### src/hdl/rsac_pkg.sv
// Package for the RC stick arming controller.
// Holds the timer and mode types, stick thresholds and the saturating timer helpers.
// Used by rsac_decode, rsac_core and rc_stick_arming_controller.
`default_nettype none

package rsac_pkg;

  localparam int unsigned TIMER_BITS = 16;
  localparam int unsigned PWM_BITS   = 11;
  localparam int unsigned RAW_BITS   = 11;
  localparam int unsigned DT_BITS    = 10;
  localparam int unsigned MODE_BITS  = 3;
  localparam int unsigned NUM_MOTORS = 4;

  typedef logic [TIMER_BITS-1:0] timer_t;
  typedef logic [PWM_BITS-1:0]   pwm_t;
  typedef logic [RAW_BITS-1:0]   raw_t;
  typedef logic [DT_BITS-1:0]    dt_t;
  typedef logic [MODE_BITS-1:0]  mode_code_t;

  // Raw thresholds equivalent to the scaled stick tests, with the scaled value
  // s = trunc(7 * (raw - 1024) / 10): s > 400 is raw >= 1597, s < -400 is
  // raw <= 451 and s < -480 is raw <= 336.
  localparam raw_t RAW_HIGH_MIN  = RAW_BITS'(1597);
  localparam raw_t RAW_LOW_MAX   = RAW_BITS'(451);
  localparam raw_t RAW_FLOOR_MAX = RAW_BITS'(336);

  localparam logic [31:0] ARM_HOLD_MS    = 32'd2000;
  localparam logic [31:0] LOW_THR_MS     = 32'd2000;
  localparam logic [31:0] LOCK_HOLD_MS   = 32'd5000;
  localparam logic [31:0] SPIN_STEP1_MS  = 32'd400;
  localparam logic [31:0] SPIN_STEP2_MS  = 32'd800;
  localparam logic [31:0] SPIN_STEP3_MS  = 32'd1200;
  localparam logic [31:0] SPIN_STEP4_MS  = 32'd1600;
  localparam logic [31:0] SPIN_DONE_MS   = 32'd2000;

  localparam pwm_t IDLE_THROTTLE_RST = PWM_BITS'(150);

  typedef enum logic [4:0] {
    MODE_STOP  = 5'b00001,
    MODE_IDLE  = 5'b00010,
    MODE_WAIT  = 5'b00100,
    MODE_EMERG = 5'b01000,
    MODE_CALIB = 5'b10000
  } mode_e;

  localparam mode_code_t CODE_STOP  = 3'd0;
  localparam mode_code_t CODE_IDLE  = 3'd1;
  localparam mode_code_t CODE_WAIT  = 3'd2;
  localparam mode_code_t CODE_EMERG = 3'd3;
  localparam mode_code_t CODE_CALIB = 3'd4;

  typedef struct packed {
    logic arm;
    logic lock;
    logic calib;
    logic estop;
    logic stop;
    logic thr_floor;
  } gest_t;

  function automatic mode_code_t mode_code(mode_e m);
    mode_code_t c;
    case (m)
      MODE_STOP:  c = CODE_STOP;
      MODE_IDLE:  c = CODE_IDLE;
      MODE_WAIT:  c = CODE_WAIT;
      MODE_EMERG: c = CODE_EMERG;
      MODE_CALIB: c = CODE_CALIB;
      default:    c = CODE_STOP;
    endcase
    return c;
  endfunction

  function automatic timer_t t_add(timer_t t, dt_t dt);
    logic [TIMER_BITS:0] s;
    s = {1'b0, t} + (TIMER_BITS+1)'(dt);
    return s[TIMER_BITS] ? '1 : s[TIMER_BITS-1:0];
  endfunction

  function automatic timer_t t_sub(timer_t t, dt_t dt);
    timer_t d;
    d = TIMER_BITS'(dt);
    return (t > d) ? (t - d) : '0;
  endfunction

  function automatic logic [31:0] t_wide(timer_t t);
    return 32'(t);
  endfunction

endpackage

`default_nettype wire

### src/hdl/rsac_decode.sv
// Stick gesture decoder for the RC stick arming controller.
// Turns the raw receiver channels into gesture and switch flags.
// Depends on rsac_pkg.
`default_nettype none

module rsac_decode
  import rsac_pkg::*;
(
  input  raw_t  roll_raw_i,
  input  raw_t  pitch_raw_i,
  input  raw_t  throttle_raw_i,
  input  raw_t  yaw_raw_i,
  input  raw_t  estop_raw_i,
  input  raw_t  calib_raw_i,
  input  raw_t  stop_raw_i,
  output gest_t gest_o
);

  logic roll_hi, roll_lo, pitch_hi, pitch_lo, thr_hi, thr_lo, yaw_hi, yaw_lo;

  assign roll_hi  = roll_raw_i >= RAW_HIGH_MIN;
  assign roll_lo  = roll_raw_i <= RAW_LOW_MAX;
  assign pitch_hi = pitch_raw_i >= RAW_HIGH_MIN;
  assign pitch_lo = pitch_raw_i <= RAW_LOW_MAX;
  assign thr_hi   = throttle_raw_i >= RAW_HIGH_MIN;
  assign thr_lo   = throttle_raw_i <= RAW_LOW_MAX;
  assign yaw_hi   = yaw_raw_i >= RAW_HIGH_MIN;
  assign yaw_lo   = yaw_raw_i <= RAW_LOW_MAX;

  assign gest_o.arm       = thr_lo && yaw_hi && roll_lo && pitch_lo;
  assign gest_o.lock      = thr_hi && yaw_lo && roll_hi && pitch_hi;
  assign gest_o.calib     = thr_hi && yaw_lo && (calib_raw_i >= RAW_HIGH_MIN);
  assign gest_o.estop     = estop_raw_i >= RAW_HIGH_MIN;
  assign gest_o.stop      = stop_raw_i >= RAW_HIGH_MIN;
  assign gest_o.thr_floor = throttle_raw_i <= RAW_FLOOR_MAX;

endmodule

`default_nettype wire

### src/hdl/rsac_core.sv
// Arming state machine of the RC stick arming controller.
// Holds the lock flag, mode, timers and motor levels, and updates them once per request.
// Depends on rsac_pkg.
`default_nettype none

module rsac_core
  import rsac_pkg::*;
(
  input  logic       clk_i,
  input  logic       rst_ni,
  input  logic       step_i,
  input  dt_t        dt_i,
  input  gest_t      gest_i,
  input  pwm_t       idle_throttle_i,
  output logic       unlocked_o,
  output mode_code_t flight_mode_o,
  output pwm_t       motor_o [NUM_MOTORS]
);

  logic   unlocked_q, unlocked_d;
  mode_e  mode_q, mode_d;
  timer_t arm_q, arm_d, disarm_q, disarm_d, low_q, low_d, spin_q, spin_d;
  pwm_t   motor_q [NUM_MOTORS];
  pwm_t   motor_d [NUM_MOTORS];
  timer_t spin_t;

  always_comb begin
    unlocked_d = unlocked_q;
    mode_d     = mode_q;
    arm_d      = arm_q;
    disarm_d   = disarm_q;
    low_d      = low_q;
    spin_d     = spin_q;
    motor_d    = motor_q;
    spin_t     = '0;

    if (gest_i.estop) begin
      mode_d     = MODE_EMERG;
      unlocked_d = 1'b0;
    end else if (!unlocked_q) begin
      if (mode_q == MODE_STOP) begin
        if (gest_i.arm) begin
          arm_d = t_add(arm_q, dt_i);
          if (t_wide(arm_d) > ARM_HOLD_MS) begin
            unlocked_d = 1'b1;
            mode_d     = MODE_IDLE;
            arm_d      = '0;
            disarm_d   = '0;
            spin_d     = '0;
          end
        end else if (gest_i.calib) begin
          mode_d = MODE_CALIB;
        end else begin
          spin_d   = t_sub(spin_q, dt_i);
          disarm_d = t_sub(disarm_q, dt_i);
          low_d    = t_sub(low_q, dt_i);
        end
      end
    end else begin
      if (gest_i.arm) begin
        arm_d = t_add(arm_q, dt_i);
        if (t_wide(arm_d) > ARM_HOLD_MS) begin
          mode_d   = MODE_IDLE;
          arm_d    = '0;
          disarm_d = '0;
          spin_d   = '0;
        end
      end
      case (mode_d)
        MODE_IDLE: begin
          spin_t = t_add(spin_d, dt_i);
          if (t_wide(spin_t) < SPIN_STEP1_MS) begin
            motor_d[0] = idle_throttle_i;
          end else if (t_wide(spin_t) < SPIN_STEP2_MS) begin
            motor_d[1] = idle_throttle_i;
          end else if (t_wide(spin_t) < SPIN_STEP3_MS) begin
            motor_d[2] = idle_throttle_i;
          end else if (t_wide(spin_t) < SPIN_STEP4_MS) begin
            motor_d[3] = idle_throttle_i;
          end else if (t_wide(spin_t) > SPIN_DONE_MS) begin
            mode_d = MODE_WAIT;
            spin_t = '0;
          end
          spin_d = spin_t;
        end
        MODE_WAIT: begin
          if (gest_i.thr_floor) begin
            low_d = t_add(low_q, dt_i);
            if (t_wide(low_d) > LOW_THR_MS) begin
              mode_d = MODE_STOP;
              for (int i = 0; i < NUM_MOTORS; i++) motor_d[i] = '0;
              low_d = '0;
            end
          end
          if (gest_i.stop) begin
            mode_d = MODE_STOP;
            for (int i = 0; i < NUM_MOTORS; i++) motor_d[i] = '0;
          end
        end
        MODE_STOP: begin
          if (gest_i.lock) begin
            disarm_d = t_add(disarm_d, dt_i);
            if (t_wide(disarm_d) > LOCK_HOLD_MS) begin
              unlocked_d = 1'b0;
              for (int i = 0; i < NUM_MOTORS; i++) motor_d[i] = '0;
              arm_d    = '0;
              disarm_d = '0;
              spin_d   = '0;
            end
          end
        end
        default: begin
          spin_d   = t_sub(spin_d, dt_i);
          disarm_d = t_sub(disarm_d, dt_i);
          low_d    = t_sub(low_q, dt_i);
        end
      endcase
    end
  end

  always_ff @(posedge clk_i or negedge rst_ni) begin
    if (!rst_ni) begin
      unlocked_q <= 1'b0;
      mode_q     <= MODE_STOP;
      arm_q      <= '0;
      disarm_q   <= '0;
      low_q      <= '0;
      spin_q     <= '0;
      for (int i = 0; i < NUM_MOTORS; i++) motor_q[i] <= '0;
    end else if (step_i) begin
      unlocked_q <= unlocked_d;
      mode_q     <= mode_d;
      arm_q      <= arm_d;
      disarm_q   <= disarm_d;
      low_q      <= low_d;
      spin_q     <= spin_d;
      motor_q    <= motor_d;
    end
  end

  assign unlocked_o    = unlocked_q;
  assign flight_mode_o = mode_code(mode_q);
  assign motor_o       = motor_q;

  a_mode_onehot: assert property (@(posedge clk_i) disable iff (!rst_ni)
    $onehot(mode_q))
    else $error("mode register lost its one-hot code");

  a_emerg_latched: assert property (@(posedge clk_i) disable iff (!rst_ni)
    mode_q == MODE_EMERG |=> mode_q == MODE_EMERG)
    else $error("emergency mode was left without reset");

  a_emerg_locked: assert property (@(posedge clk_i) disable iff (!rst_ni)
    (mode_q == MODE_EMERG || mode_q == MODE_CALIB) |-> !unlocked_q)
    else $error("emergency or calibration mode while unlocked");

  a_locked_motors_off: assert property (@(posedge clk_i) disable iff (!rst_ni)
    (!unlocked_q && (mode_q == MODE_STOP || mode_q == MODE_CALIB)) |->
      (motor_q[0] == '0 && motor_q[1] == '0 && motor_q[2] == '0 && motor_q[3] == '0))
    else $error("motor level held while locked and stopped");

endmodule

`default_nettype wire

### src/hdl/rc_stick_arming_controller.sv
// Top level of the RC stick arming controller.
// Input register with gesture decode, the arming state machine and the request handshakes.
// Depends on rsac_pkg, rsac_decode and rsac_core.
// The input register holds an accepted request; the core registers its result when it steps.
// Throughput: one request per cycle while out_stall_i does not hold a waiting result.
// The input register takes a new request while a finished result waits to be taken.
// Reset is asynchronous and active low: locked, motors stopped, timers and levels zero,
// idle throttle 150.
`default_nettype none

module rc_stick_arming_controller
  import rsac_pkg::*;
(
  input  logic       clk_i,
  input  logic       rst_ni,
  input  logic       in_valid_i,
  output logic       in_stall_o,
  input  dt_t        dt_ms_i,
  input  raw_t       roll_raw_i,
  input  raw_t       pitch_raw_i,
  input  raw_t       throttle_raw_i,
  input  raw_t       yaw_raw_i,
  input  raw_t       estop_raw_i,
  input  raw_t       calib_raw_i,
  input  raw_t       stop_raw_i,
  output logic       out_valid_o,
  input  logic       out_stall_i,
  output logic       unlocked_o,
  output mode_code_t flight_mode_o,
  output pwm_t       motor0_pwm_o,
  output pwm_t       motor1_pwm_o,
  output pwm_t       motor2_pwm_o,
  output pwm_t       motor3_pwm_o,
  input  logic       cfg_valid_i,
  output logic       cfg_ready_o,
  input  pwm_t       cfg_idle_throttle_i
);

  logic  in_valid_q, out_valid_q, out_free, step, accept;
  gest_t gest, gest_q;
  dt_t   dt_q;
  pwm_t  idle_throttle_q;
  pwm_t  motor [NUM_MOTORS];

  rsac_decode u_decode (
    .roll_raw_i     (roll_raw_i),
    .pitch_raw_i    (pitch_raw_i),
    .throttle_raw_i (throttle_raw_i),
    .yaw_raw_i      (yaw_raw_i),
    .estop_raw_i    (estop_raw_i),
    .calib_raw_i    (calib_raw_i),
    .stop_raw_i     (stop_raw_i),
    .gest_o         (gest)
  );

  assign out_free    = !out_valid_q || !out_stall_i;
  assign step        = in_valid_q && out_free;
  assign in_stall_o  = in_valid_q && !out_free;
  assign accept      = in_valid_i && !in_stall_o;
  assign cfg_ready_o = 1'b1;

  always_ff @(posedge clk_i or negedge rst_ni) begin
    if (!rst_ni) begin
      in_valid_q      <= 1'b0;
      out_valid_q     <= 1'b0;
      idle_throttle_q <= IDLE_THROTTLE_RST;
    end else begin
      if (accept) begin
        in_valid_q <= 1'b1;
      end else if (step) begin
        in_valid_q <= 1'b0;
      end
      if (step) begin
        out_valid_q <= 1'b1;
      end else if (!out_stall_i) begin
        out_valid_q <= 1'b0;
      end
      if (cfg_valid_i && cfg_ready_o) begin
        idle_throttle_q <= cfg_idle_throttle_i;
      end
    end
  end

  always_ff @(posedge clk_i) begin
    if (accept) begin
      gest_q <= gest;
      dt_q   <= dt_ms_i;
    end
  end

  rsac_core u_core (
    .clk_i           (clk_i),
    .rst_ni          (rst_ni),
    .step_i          (step),
    .dt_i            (dt_q),
    .gest_i          (gest_q),
    .idle_throttle_i (idle_throttle_q),
    .unlocked_o      (unlocked_o),
    .flight_mode_o   (flight_mode_o),
    .motor_o         (motor)
  );

  assign out_valid_o  = out_valid_q;
  assign motor0_pwm_o = motor[0];
  assign motor1_pwm_o = motor[1];
  assign motor2_pwm_o = motor[2];
  assign motor3_pwm_o = motor[3];

endmodule

`default_nettype wire

### config.mk
export PLATFORM = sky130hd
export DESIGN_NAME = rc_stick_arming_controller
export DESIGN_NICKNAME = d
export VERILOG_FILES = /design/src/hdl/rsac_pkg.sv /design/src/hdl/rsac_decode.sv /design/src/hdl/rsac_core.sv /design/src/hdl/rc_stick_arming_controller.sv
export SDC_FILE = /design/constraint.sdc
export NUM_CORES = 1
export LEC_CHECK = 0
export ABC_CLOCK_PERIOD_IN_PS = 7900
export BUFFER_PORTS_ARGS = -buffer_cell sky130_fd_sc_hd__buf_4
export CORE_MARGIN = 2
export CORE_UTILIZATION = 50
export DETAILED_ROUTE_END_ITERATION = 6
export PLACE_DENSITY = 0.77
export SLEW_MARGIN = 0
export SYNTH_ARGS = -nofsm -noshare
export SYNTH_HDL_FRONTEND = slang
export SYNTH_SLANG_ARGS = --single-unit
### constraint.sdc
create_clock -name clk_i -period 7.9 [get_ports clk_i]
set_input_delay 1.185 -clock clk_i [delete_from_list [all_inputs] [get_ports clk_i]]
set_output_delay 1.185 -clock clk_i [all_outputs]
set_load 0.01 [all_outputs]
==> reports/results.ini <==
[outcome]
status = complete, no violations

[pwr]
peakVddDrop_uv = 119.9
p_per_area_nw_per_um2 = 126.5
total_leakage_power_uw = 0.007034

[routing]
drc = 0
ant_nets = 0
vias = 13130
detail_route.iter0.violations = 1417
first_pass_iters = 6
routed_wl_um = 43220
routedWlPerCell_um = 21.40
detail_route.vias_per_cell = 6.500

[sta]
setup_violations = 0
setup_slack_ns = 0.4059
slew_viol_final = 0
finalHoldViolations = 0
min_period_over_period = 0.9486
fmax_mhz = 133.4
fin_skew_ns = 0.01163
slew_headroom = 0.2082
final.setup.tns_ns = 0
rsz0062_at_grt = no
layout_min_cycle_time_ns = 7.494
worst_pin_slew_ns = 1.182

[final_layout]
nets = 1874
insertedDiodeCount = 0
fin_cells = 2020
drive_gt1_frac = 0.1691
finish.instance_area_um2 = 15000
final_util = 0.5821
areaGrowthSynthToFinish_pct = 15.42

[synth]
synth_edf_count = 16
ys_seq_area_frac = 0.2820
synth.most_common_cell = nor2_1
yosysWarnings = 0
yosysTopAreaCell = dfrtp_1
synthTopCellsByArea = dfrtp_1 (23%), ha_1 (8.7%), o21ai_0 (4.5%), a21oi_1 (4.2%), edfxtp_1 (3.7%)
synth_fp_nets = 1750
synth_common_cells = nor2_1 (124), dfrtp_1 (122), o21ai_0 (116), a21oi_1 (109), nand2_1 (97)
netlist.area_leader.share = 0.2350
ys_ff_latch = 143
ys_types = 96
synthCells = 1548
async_flop_share = 0.8881
synth_flop_cell = dfrtp_1
avgSynthCellArea_um2 = 8.394
syn-cell-area_um2 = 12990

[cts]
htreeDepth = 4
cts_max_path_buffers = 2
post_cts_buffers = 0
cts_tree = yes
clk_latency_ns = 0.44
root_buffer = clkbuf_16
cts_buffers = 17
clkSlewWorstSetupHoldPaths_ns = 0.07
clock_sinks = 143
cts_hold_buf = 0
cts.repair.resized = 0

[floorplan]
die_area_um2 = 27290
ioPinCount = 154
core-area_um2 = 25760
std_cell_rows = 59
die_width_um = 165.2
die_h_um = 165.2
initial_core_util = 0.5043

[worst_setup_path]
crit_path_start_kind = flip-flop
endpoint_kind = flip-flop
crit_path_max_fanout = 11
cp.arrival_ns = 7.82
cp.required_ns = 8.23
crit_type = flip-flop to flip-flop

[placed_design]
dpl.cell_count = 1988
hpwl_um = 32520
place_ws_ns = 0.6036
numPortBuffers = 152
placed_area_um2 = 14420
gp_congestion = 1.025

[global_routing]
antenna_found_initial = 0
grt_usage = 0.3157
grt_max_degree = 66
grt_pass1_wl_um = 66900
grt_pass1_vias = 12560
grt-ovfl-total = 0

[hold_path]
hp-class = flip-flop to flip-flop

[job]
maxCapViolCount = 0

## sequential cells by signal, indices dropped and copies added, names as in the netlist, 5 cells and up
register,cells
dt_q,10
gest_q,6
idle_throttle_q,11
u_core.arm_q,16
u_core.disarm_q,16
u_core.low_q,16
u_core.mode_q,5
u_core.motor_o,44
u_core.spin_q,16
## power by group
group          total, uW  internal [uW]  switching (uW)
combinational        299            121             179
sequential           768            758            9.91
clock                829            446             384
## metal layers
metal,GRT usage,vias up,wire (um)
met4,0.1285,0,1819
met2,0.5076,663,19970
met1,0.4204,6301,17940
met3,0.05669,140,3491
met5,0,-,0
li1,-,6026,-
## kinds of logic after synthesis
kind of cell               Yosys count  synth area share
AOI/OAI and AO/OA                  512            0.2672
xor gates and xnor gates            60           0.04044
adders and majority gates           99            0.1005
buffers and inverters              154           0.04882
DFF                                143            0.2820
muxes                               61           0.05248
other                                1         0.0002886
and+or+nand+nor                    518            0.2082
## placed cells by master, fill, tap and decap left out, types with 26 or more instances in the layout
| cell type | netlist | routed |
|---|---|---|
| dfrtp_1 | 122 | 122 |
| ha_1 | 90 | 90 |
| nor3_1 | 37 | 37 |
| nand4_1 | 26 | 26 |
| and2_1 | 34 | 34 |
| nand2_1 | 97 | 97 |
| o21ai_0 | 116 | 116 |
| mux2_1 | 40 | 40 |
| nand3_1 | 45 | 45 |
| a21o_1 | 35 | 35 |
| inv_1 | 81 | 81 |
| nor2_1 | 124 | 124 |
| nor2b_1 | 28 | 28 |
| buf_4 | 2 | 178 |
| a21oi_1 | 109 | 108 |
| xnor2_1 | 43 | 43 |
## area by class of cell
cell class	instances	area [um2]
clock buffers	17	425.4
well taps	335	419.2
clock inverters	15	148.9
flip-flops and latches	143	3665
multi-input cells	1251	8698
fillers	2266	10770
repair buffers	178	1336
inverters	81	304.0
## critical path, cell delays in order (launching register included)
cell      delay (ns)
edfxtp_1        0.39
ha_1            0.26
fa_1            0.45
a21oi_1         0.22
o221ai_1        0.22
a22o_1          0.39
a211oi_1        0.43
o221ai_1        0.30
o21ai_2         0.41
and2_1          0.22
ha_1            0.35
nor2b_1         0.20
o311ai_0        0.49
nand2_1         0.15
a22oi_1         0.45
mux2_2          0.40
a31o_2          0.25
a211oi_2        0.27
o21ai_2         0.18
a211o_1         0.37
a21oi_2         0.56
mux2_2          0.41
## worst paths after layout
kind | slack, ns | start | cells after the start | to
worst max-delay path | 0.41 | dt_q[0] | 21 | u_core.motor_o[32]
worst min-delay path | 0.49 | u_core.motor_o[39] | 1 | u_core.motor_o[39]
worst max register to register | 0.41 | dt_q[0] | 21 | u_core.motor_o[32]
worst min register to register | 0.49 | u_core.motor_o[39] | 1 | u_core.motor_o[39]
max in group asynchronous | 5.62 | rst_ni | 2 | u_core.motor_o[38]
min in group asynchronous | 0.88 | rst_ni | 1 | u_core.low_q[5]
## stage by stage
step	total power (uW)	hold slack, ns
floorplan	948.3	0.4561
global placement	1068	0.4694
detailed placement	1074	0.4801
CTS	1897	0.4955
global route	1960	0.5030
finish	1896	0.4893
(Power assumes the default switching activity.)
